===== config.mk =====
export PLATFORM = sky130hd
export DESIGN_NAME = moving_average_bar_meter_core_flat
export DESIGN_NICKNAME = d
export VERILOG_FILES = /design/src/rtl/core/mabm_pkg.sv /design/src/rtl/core/mabm_if.sv /design/src/rtl/core/mabm_ram.sv /design/src/rtl/core/moving_average_bar_meter_core.sv /design/src/flat_wrapper.sv
export SDC_FILE = /design/constraint.sdc
export NUM_CORES = 1
export LEC_CHECK = 0
export ABC_AREA = 1
export BUFFER_PORTS_ARGS = -buffer_cell sky130_fd_sc_hd__buf_2
export CORE_ASPECT_RATIO = 2
export CORE_MARGIN = 3
export CORE_UTILIZATION = 50
export DETAILED_ROUTE_END_ITERATION = 10
export PLACE_DENSITY_LB_ADDON = 0.12
export SLEW_MARGIN = 0
export SYNTH_ARGS = -nofsm -noshare
export SYNTH_HDL_FRONTEND = slang
export SYNTH_SLANG_ARGS = --single-unit

===== constraint.sdc =====
create_clock -name i_clk -period 5.9 [get_ports i_clk]
set_clock_uncertainty 0.1 [all_clocks]
set_input_delay 0.59 -clock i_clk [delete_from_list [all_inputs] [get_ports i_clk]]
set_output_delay 0.59 -clock i_clk [all_outputs]
set_load 0.03 [all_outputs]

===== src/rtl/core/mabm_pkg.sv =====
// ----------------------------------------------------------------------------
// Moving-average bar meter package
// Shared widths, constants, state type and bar decoding for the meter core.
// ----------------------------------------------------------------------------
package mabm_pkg;

    localparam int SAMPLE_W        = 10;   // raw, scaled and average width
    localparam int BAR_LAMPS       = 10;
    localparam int FULL_SCALE      = 1023;
    localparam int SCALE_SPAN      = FULL_SCALE - 1;
    localparam int MIN_LIMIT       = 2;
    localparam int SENSE_RESET     = 1023;
    localparam int BAR_FIRST       = 50;
    localparam int BAR_STEP        = 100;
    localparam int DEF_WINDOW_LEN  = 25;

    // Rescale divider: 20-bit dividend, 10-bit divisor, 10 quotient bits
    localparam int DIV_W           = 20;
    localparam int QUO_W           = 10;
    localparam int CNT_W           = $clog2(QUO_W);

    typedef enum logic [2:0] {
        ST_IDLE,
        ST_MUL,
        ST_DIV_SCALE,
        ST_UPDATE,
        ST_AVG,
        ST_OUT
    } t_state;

    // Thermometer bar: lamp k lit when the average exceeds 50 + 100k
    function automatic logic [BAR_LAMPS-1:0] bar_of(input logic [SAMPLE_W-1:0] avg);
        logic [BAR_LAMPS-1:0] bar;
        bar = '0;
        for (int k = 0; k < BAR_LAMPS; k++) begin
            bar[k] = (int'(avg) > BAR_FIRST + BAR_STEP * k);
        end
        return bar;
    endfunction

endpackage


===== src/rtl/core/mabm_if.sv =====
// ----------------------------------------------------------------------------
// Moving-average bar meter channels
// Valid/ready interfaces for the sample, result and configuration channels.
// ----------------------------------------------------------------------------
interface mabm_sample_if import mabm_pkg::*; ();
    logic                valid;
    logic                ready;
    logic [SAMPLE_W-1:0] raw_sample;

    modport source (output valid, output raw_sample, input ready);
    modport sink   (input valid, input raw_sample, output ready);
endinterface

interface mabm_result_if import mabm_pkg::*; ();
    logic                 valid;
    logic                 ready;
    logic [SAMPLE_W-1:0]  scaled_sample;
    logic [SAMPLE_W-1:0]  window_average;
    logic [BAR_LAMPS-1:0] bar_lamps;

    modport source (output valid, output scaled_sample, output window_average,
                    output bar_lamps, input ready);
    modport sink   (input valid, input scaled_sample, input window_average,
                    input bar_lamps, output ready);
endinterface

interface mabm_cfg_if import mabm_pkg::*; ();
    logic                valid;
    logic                ready;
    logic [SAMPLE_W-1:0] data;

    modport source (output valid, output data, input ready);
    modport sink   (input valid, input data, output ready);
endinterface


===== src/rtl/core/mabm_ram.sv =====
// ----------------------------------------------------------------------------
// Generic simple dual-port RAM
// One write port, one read port with registered read data.
// ----------------------------------------------------------------------------
module mabm_ram #(
    parameter int WIDTH = 10,
    parameter int DEPTH = 25
) (
    input  logic                     i_clk,
    input  logic                     i_we,
    input  logic [$clog2(DEPTH)-1:0] i_waddr,
    input  logic [WIDTH-1:0]         i_wdata,
    input  logic                     i_re,
    input  logic [$clog2(DEPTH)-1:0] i_raddr,
    output logic [WIDTH-1:0]         o_rdata
);

    logic [WIDTH-1:0] mem [DEPTH];
    logic [WIDTH-1:0] r_rdata;

    always_ff @(posedge i_clk) begin
        if (i_we) begin
            mem[i_waddr] <= i_wdata;
        end
        if (i_re) begin
            r_rdata <= mem[i_raddr];
        end
    end

    assign o_rdata = r_rdata;

endmodule


===== src/rtl/core/moving_average_bar_meter_core.sv =====
// ----------------------------------------------------------------------------
// Moving-average bar meter core
// Clamps and rescales converter samples, keeps a windowed running mean and
// drives a thermometer bar from it.
// ----------------------------------------------------------------------------
// Usage:
//   i_sample carries one raw converter reading per item. A reading of zero is
//   taken and dropped: it gives no result and leaves the window untouched.
//   Every other reading yields one item on o_result: the rescaled sample,
//   the window average and the 10-lamp bar.
//   i_cfg writes sense_limit and is always ready; the user must write it
//   only while idle, since the core itself does not enforce this.
// Sequence:
//   A nonzero item passes through the multiply, the 10-step restoring
//   divider for the rescale, the window update, the average and the output
//   states; the next item is accepted only once the core is back in idle.
//   The average divides by the window length through a reciprocal multiply.
//   A zero reading is taken without the core leaving idle.
// Reset:
//   sense_limit returns to 1023, the slot pointer and running total clear
//   and all window entries read as zero through per-entry valid flags.
// Stall:
//   The result sits in an output register; the core keeps working on the
//   next item and holds in its final step until the register is free.
// ----------------------------------------------------------------------------
module moving_average_bar_meter_core import mabm_pkg::*; #(
    parameter int WINDOW_LEN = DEF_WINDOW_LEN
) (
    input  logic          i_clk,
    input  logic          i_rst_n,
    mabm_sample_if.sink   i_sample,
    mabm_cfg_if.sink      i_cfg,
    mabm_result_if.source o_result
);

    localparam int SLOT_W  = $clog2(WINDOW_LEN);
    localparam int TOTAL_W = $clog2(WINDOW_LEN * FULL_SCALE + 1);
    // Reciprocal of the window length, exact for every total below 2**TOTAL_W
    localparam int     RECIP_SHIFT = TOTAL_W + SLOT_W;
    localparam longint RECIP       = ((longint'(1) << RECIP_SHIFT) + WINDOW_LEN - 1)
                                     / WINDOW_LEN;
    localparam int     PROD_W      = 2 * TOTAL_W + 1;

    // Control
    t_state                r_state, n_state;
    logic [CNT_W-1:0]      r_cnt, n_cnt;
    logic [SLOT_W-1:0]     r_slot, n_slot;
    logic [WINDOW_LEN-1:0] r_valid, n_valid;
    logic [TOTAL_W-1:0]    r_total, n_total;
    logic [SAMPLE_W-1:0]   r_sense_limit;
    logic                  r_out_valid;

    // Datapath
    logic [SAMPLE_W-1:0]   r_num_a, n_num_a;
    logic [SAMPLE_W-1:0]   r_div, n_div;
    logic [DIV_W-1:0]      r_rem, n_rem;
    logic [QUO_W-1:0]      r_q, n_q;
    logic [SAMPLE_W-1:0]   r_old, n_old;
    logic [SAMPLE_W-1:0]   r_scaled, n_scaled;
    logic [SAMPLE_W-1:0]   r_avg, n_avg;
    logic [SAMPLE_W-1:0]   r_out_scaled;
    logic [SAMPLE_W-1:0]   r_out_avg;
    logic [BAR_LAMPS-1:0]  r_out_bar;

    // Helpers
    logic                  sample_acc;
    logic                  out_load;
    logic [SAMPLE_W-1:0]   limit;
    logic [SAMPLE_W-1:0]   clamped;
    logic [DIV_W-1:0]      shifted;
    logic                  ge;
    logic [QUO_W-1:0]      q_step;
    logic [DIV_W-1:0]      rem_step;
    logic [PROD_W-1:0]     avg_prod;
    logic                  ram_we;
    logic                  ram_re;
    logic [SAMPLE_W-1:0]   ram_rdata;

    assign i_sample.ready = (r_state == ST_IDLE);
    assign i_cfg.ready    = 1'b1;
    assign sample_acc     = i_sample.valid && i_sample.ready;

    // Saturate the limit, then clamp the reading into [1, limit]
    assign limit   = (r_sense_limit < SAMPLE_W'(MIN_LIMIT)) ? SAMPLE_W'(MIN_LIMIT)
                                                            : r_sense_limit;
    assign clamped = (i_sample.raw_sample > limit) ? limit : i_sample.raw_sample;

    // One restoring division step, quotient bit r_cnt
    assign shifted  = DIV_W'(r_div) << r_cnt;
    assign ge       = (r_rem >= shifted);
    assign rem_step = ge ? (r_rem - shifted) : r_rem;
    assign q_step   = {r_q[QUO_W-2:0], ge};

    // Average as total times the reciprocal of the window length
    assign avg_prod = PROD_W'(r_total) * PROD_W'(RECIP);

    // Read the slot about to be overwritten as the item is taken
    assign ram_re = sample_acc;
    assign ram_we = (r_state == ST_UPDATE);

    mabm_ram #(
        .WIDTH (SAMPLE_W),
        .DEPTH (WINDOW_LEN)
    ) u_ring (
        .i_clk   (i_clk),
        .i_we    (ram_we),
        .i_waddr (r_slot),
        .i_wdata (r_scaled),
        .i_re    (ram_re),
        .i_raddr (r_slot),
        .o_rdata (ram_rdata)
    );

    always_comb begin
        n_state  = r_state;
        n_cnt    = r_cnt;
        n_slot   = r_slot;
        n_valid  = r_valid;
        n_total  = r_total;
        n_num_a  = r_num_a;
        n_div    = r_div;
        n_rem    = r_rem;
        n_q      = r_q;
        n_old    = r_old;
        n_scaled = r_scaled;
        n_avg    = r_avg;
        out_load = 1'b0;

        case (r_state)
            ST_IDLE: begin
                if (sample_acc && (i_sample.raw_sample != '0)) begin
                    n_num_a = clamped - SAMPLE_W'(1);
                    n_div   = limit - SAMPLE_W'(1);
                    n_state = ST_MUL;
                end
            end
            ST_MUL: begin
                // Register the product before the divider sees it
                n_rem   = DIV_W'(r_num_a) * DIV_W'(SCALE_SPAN);
                n_q     = '0;
                n_cnt   = CNT_W'(QUO_W - 1);
                n_old   = r_valid[r_slot] ? ram_rdata : '0;
                n_state = ST_DIV_SCALE;
            end
            ST_DIV_SCALE: begin
                n_rem = rem_step;
                n_q   = q_step;
                n_cnt = r_cnt - CNT_W'(1);
                if (r_cnt == '0) begin
                    n_scaled = q_step + SAMPLE_W'(1);
                    n_state  = ST_UPDATE;
                end
            end
            ST_UPDATE: begin
                // Retire the oldest entry, admit the new one, advance the slot
                n_total = r_total - TOTAL_W'(r_old) + TOTAL_W'(r_scaled);
                n_valid[r_slot] = 1'b1;
                n_slot  = (r_slot == SLOT_W'(WINDOW_LEN - 1)) ? '0
                                                              : r_slot + SLOT_W'(1);
                n_state = ST_AVG;
            end
            ST_AVG: begin
                n_avg   = SAMPLE_W'(avg_prod >> RECIP_SHIFT);
                n_state = ST_OUT;
            end
            ST_OUT: begin
                // Hold until the output register is free
                if (!r_out_valid || o_result.ready) begin
                    out_load = 1'b1;
                    n_state  = ST_IDLE;
                end
            end
            default: begin
                n_state = ST_IDLE;
            end
        endcase
    end

    always_ff @(posedge i_clk) begin
        if (!i_rst_n) begin
            r_state       <= ST_IDLE;
            r_cnt         <= '0;
            r_slot        <= '0;
            r_valid       <= '0;
            r_total       <= '0;
            r_sense_limit <= SAMPLE_W'(SENSE_RESET);
            r_out_valid   <= 1'b0;
        end else begin
            r_state <= n_state;
            r_cnt   <= n_cnt;
            r_slot  <= n_slot;
            r_valid <= n_valid;
            r_total <= n_total;
            if (i_cfg.valid && i_cfg.ready) begin
                r_sense_limit <= i_cfg.data;
            end
            if (out_load) begin
                r_out_valid <= 1'b1;
            end else if (o_result.ready) begin
                r_out_valid <= 1'b0;
            end
        end
    end

    always_ff @(posedge i_clk) begin
        r_num_a  <= n_num_a;
        r_div    <= n_div;
        r_rem    <= n_rem;
        r_q      <= n_q;
        r_old    <= n_old;
        r_scaled <= n_scaled;
        r_avg    <= n_avg;
        if (out_load) begin
            r_out_scaled <= r_scaled;
            r_out_avg    <= r_avg;
            r_out_bar    <= bar_of(r_avg);
        end
    end

    assign o_result.valid          = r_out_valid;
    assign o_result.scaled_sample  = r_out_scaled;
    assign o_result.window_average = r_out_avg;
    assign o_result.bar_lamps      = r_out_bar;

endmodule


===== src/flat_wrapper.sv =====
// flat-port wrapper written by rule: the top's interface ports become plain ports
module moving_average_bar_meter_core_flat import mabm_pkg::*;
#(
    parameter int WINDOW_LEN = DEF_WINDOW_LEN
)
  (i_clk, i_rst_n, i_sample_valid, i_sample_raw_sample, i_sample_ready, i_cfg_valid, i_cfg_data, i_cfg_ready, o_result_valid, o_result_scaled_sample, o_result_window_average, o_result_bar_lamps, o_result_ready);
  mabm_sample_if i_sample_i ();
  mabm_cfg_if i_cfg_i ();
  mabm_result_if o_result_i ();
  input  logic i_clk;
  input  logic i_rst_n;
  input wire logic [$bits(i_sample_i.valid)-1:0] i_sample_valid;
  input wire logic [$bits(i_sample_i.raw_sample)-1:0] i_sample_raw_sample;
  output wire logic [$bits(i_sample_i.ready)-1:0] i_sample_ready;
  input wire logic [$bits(i_cfg_i.valid)-1:0] i_cfg_valid;
  input wire logic [$bits(i_cfg_i.data)-1:0] i_cfg_data;
  output wire logic [$bits(i_cfg_i.ready)-1:0] i_cfg_ready;
  output wire logic [$bits(o_result_i.valid)-1:0] o_result_valid;
  output wire logic [$bits(o_result_i.scaled_sample)-1:0] o_result_scaled_sample;
  output wire logic [$bits(o_result_i.window_average)-1:0] o_result_window_average;
  output wire logic [$bits(o_result_i.bar_lamps)-1:0] o_result_bar_lamps;
  input wire logic [$bits(o_result_i.ready)-1:0] o_result_ready;
  assign i_sample_i.valid = i_sample_valid;
  assign i_sample_i.raw_sample = i_sample_raw_sample;
  assign i_sample_ready = i_sample_i.ready;
  assign i_cfg_i.valid = i_cfg_valid;
  assign i_cfg_i.data = i_cfg_data;
  assign i_cfg_ready = i_cfg_i.ready;
  assign o_result_valid = o_result_i.valid;
  assign o_result_scaled_sample = o_result_i.scaled_sample;
  assign o_result_window_average = o_result_i.window_average;
  assign o_result_bar_lamps = o_result_i.bar_lamps;
  assign o_result_i.ready = o_result_ready;
  moving_average_bar_meter_core #(.WINDOW_LEN(WINDOW_LEN)) u_core (.i_clk(i_clk), .i_rst_n(i_rst_n), .i_sample(i_sample_i), .i_cfg(i_cfg_i), .o_result(o_result_i));
endmodule

==> run metrics <==
outcome=finished, final reports clean; commonest register cell after synthesis=edfxtp_1; Worst R2R Start=u_core.r_total[12]; top cells by area, synth=edfxtp_1 (43%), fa_1 (9.2%), ha_1 (9.1%); f_max=0.209 GHz; WHS Endpoint=u_core.r_sense_limit[0]; Avg WL per Cell=21.0 um; Avg Inst Size Synth=between 9 and 10 sq um; number of cells on the worst reg-to-reg path=17; delay-heaviest family, CP=adder cells; root buf cell=clkbuf_16; drt drc=0; post-synthesis cell type count=65; Die Y=about 330 um; sequential-to-total area share from yosys stat=47.4%; Post-CTS Setup Repair Bufs=0; Tmin final=roughly 4.8 ns; Yosys reg bits=~430; Mapped Area=0.0260 sq mm; All-Layer GR Usage=26.0%; critical path data arrival time=4.98 ns; Starting Density=around half; initial antenna violation count=2; TritonCTS clock tree=done; I/O pin count=58; adder-cell area share of the yosys netlist=18.3%; yosys warns=0; post-CTS sizing=0; Filler cells=4641; worst path required time=6.11 ns; total congestion overflow=0; main combinational cell family by area after synthesis=adder cells; syn_nets=3002; area grow syn2layout=9.02%; mux contribution to synthesized area=0.0769%; DRT met1 WL=25.2 mm; setup violators final=0; DIE AREA=0.0550 sq mm; GP Congestion=around 0.95; top-count cell post-synth=inv_1; Hold Crit Start=i_cfg_data[0]; Worst Max-Slew Pin Slew=1.20 ns; Final nets=3051; Max Cap Violations=0; core area=0.0512 sq mm; Slowest cell on crit path=dfxtp_1; Starting DRT DRC Count=1285; CP Buf/Inv Count=4; Fin Setup TNS=0 ns; synth cell count leaders=inv_1 (413), edfxtp_1 (369), nor2_1 (350); r2r endpoint=u_core.r_avg[6]; placed cell area=around 0.027 sq mm; vias in the first global route=about 20k; Rel. slew slack=19.8%; Max Transition Viols Final=0; largest net degree at the start of global routing=85; share of cells above drive strength 1=6.98%; cell count after synthesis=2668; clock latency on the worst-skew pair=between 0.5 and 0.6 ns; I/O Buffers=56; detailed-placement wirelength estimate=53.4 mm; total CTS buffers=40; clk sinks=about 430; cts hold-fix bufs=0; compound-gate portion of the synthesized area=10.9%; routed length on met3=approximately 2.7 mm; Synth Area in XOR/XNOR=approximately 1.5%; Slowest Stage Delay on Critical Path=0.56 ns; flop2flop setup slack=1.12 ns; Clock transition at path regs=about 0.080 ns; Startpoint Class=register; worst-path maximum fanout=7; Top Layer Used=met4; Placement Rows=117; Routed Antenna Nets=0; routed vias=19.0k; period utilization=81.0%; final hold vios=0; clk buf depth=3; HP Class=primary input to register; kind of end point of the critical path=register; Synth Area in Simple Gates=14.4%; htree depth=2; post-route cell area=0.0284 sq mm; crit-path cells=fa_1 > ha_1 > inv_1 > fa_1 > inv_1 > fa_1 > inv_1 > fa_1 > inv_1 > ha_1 > nand2_1 > a21oi_1 > nor2_1 > nor3_1 > nor2_1 > o2111ai_1 > xor2_1; WL final=71.6 mm; RSZ-0062 raised after global routing=false; first-pass GRT wire length=between 100 and 150 mm; cell taking the most area after synthesis=edfxtp_1; Die W=167 um; routed length on met2=39.8 mm; number of synthesized flops with an enable pin=369; Hold Path Stages=3; Yosys top cell area share=42.6%; Synth async-reset ratio=0%; number of detailed-route iterations in the first pass=5; vias per inst=5.58; Crit Path Category=register to register
[flip-flops by register name, indices dropped and copies added, names as in the netlist, 4 cells and up]
name / count
u_core.o_result.bar_lamps: 10
u_core.o_result.scaled_sample: 10
u_core.o_result.window_average: 10
u_core.r_avg: 10
u_core.r_cnt: 4
u_core.r_div: 10
u_core.r_num_a: 10
u_core.r_old: 10
u_core.r_q: 9
u_core.r_rem: 20
u_core.r_scaled: 10
u_core.r_sense_limit: 10
u_core.r_slot: 5
u_core.r_total: 15
u_core.r_valid: 25
u_core.u_ring.mem: 250
u_core.u_ring.o_rdata: 10
[layout make-up]
| cell class | instances | area [sq um] | area share [%] |
|---|---|---|---|
| diodes | 1 | 2.50 | 0.00882 |
| clock buffers | 43 | 1010 | 3.57 |
| clock inverters | 31 | 340 | 1.20 |
| inverters | 422 | 1590 | 5.59 |
| multi-input cells | 1737 | 11800 | 41.5 |
| flip-flops and latches | 432 | 12300 | 43.5 |
| well taps | 654 | 818 | 2.88 |
| repair buffers | 84 | 503 | 1.77 |
[through the flow]
step / setup slack (ns) / utilization, % / instances / hold WS (ns)
floorplan: 1.56 / - / 2668 / 0.324
global placement: 1.17 / 52.8 / 3329 / 0.345
detailed placement: 1.14 / 52.8 / 3329 / 0.356
CTS: 1.14 / 55.4 / 3403 / 0.111
global route: 0.821 / 55.4 / 3403 / 0.154
finish: 1.12 / 55.4 / 3404 / 0.133
[cell families after synthesis]
family / after synthesis
multiplexers: 2
adder cells (fa/ha/maj): 309
AND/OR/NAND/NOR: 886
flip-flops: 432
other: 1
AO/OA/AOI/OAI: 495
buffers and inverters: 499
XOR/XNOR: 44
[worst register-to-register path, cell delays in order (launching register included)]
cell and delay (ns):
dfxtp_1 0.56, fa_1 0.48, ha_1 0.30, inv_1 0.05
fa_1 0.47, inv_1 0.06, fa_1 0.53, inv_1 0.05
fa_1 0.53, inv_1 0.04, ha_1 0.36, nand2_1 0.18
a21oi_1 0.06, nor2_1 0.18, nor3_1 0.07, nor2_1 0.09
o2111ai_1 0.21, xor2_1 0.19
[placed cells by master, fill, tap and decap left out, types with 9 or more instances in the layout]
master | netlist | final
inv_1 | 413 | 412
edfxtp_1 | 369 | 369
nor2_1 | 350 | 349
nand2_1 | 349 | 349
o21ai_0 | 223 | 222
ha_1 | 189 | 189
fa_1 | 120 | 120
a21oi_1 | 117 | 117
nand3_1 | 83 | 83
dfxtp_1 | 63 | 61
o22ai_1 | 56 | 56
buf_2 | 22 | 56
clkbuf_16 | 0 | 40
nor3_1 | 32 | 32
xor2_1 | 32 | 32
buf_4 | 3 | 27
nand4_1 | 22 | 22
o21bai_1 | 14 | 14
xnor2_1 | 12 | 12
clkinv_1 | 4 | 11
a22oi_1 | 11 | 11
and2_1 | 10 | 10
a22o_1 | 9 | 9
a31oi_1 | 9 | 9
[layer usage]
| layer | global-route usage, % | vias to the layer above |
|---|---|---|
| li1 | - | 9074 |
| met1 | 27.9 | 9162 |
| met2 | 50.6 | 570 |
| met3 | 2.18 | 189 |
| met4 | 12.8 | 0 |
| met5 | 0 | - |
[how the worst max path moves through the flow]
stage	end	cells after the start	start	slack (ns)
detailed placement	u_core.r_avg[6]	17	u_core.r_total[12]	1.14
global placement	u_core.r_avg[6]	17	u_core.r_total[12]	1.17
finish	u_core.r_avg[6]	17	u_core.r_total[12]	1.12
CTS	u_core.r_avg[5]	17	u_core.r_total[5]	1.14
floorplan	u_core.r_avg[4]	16	u_core.r_total[10]	1.56
global route	u_core.r_rem[18]	14	u_core.r_num_a[4]	0.82
Power is not shown: default switching activity piles up to over one toggle a cycle in this logic, so the estimate is an artifact.
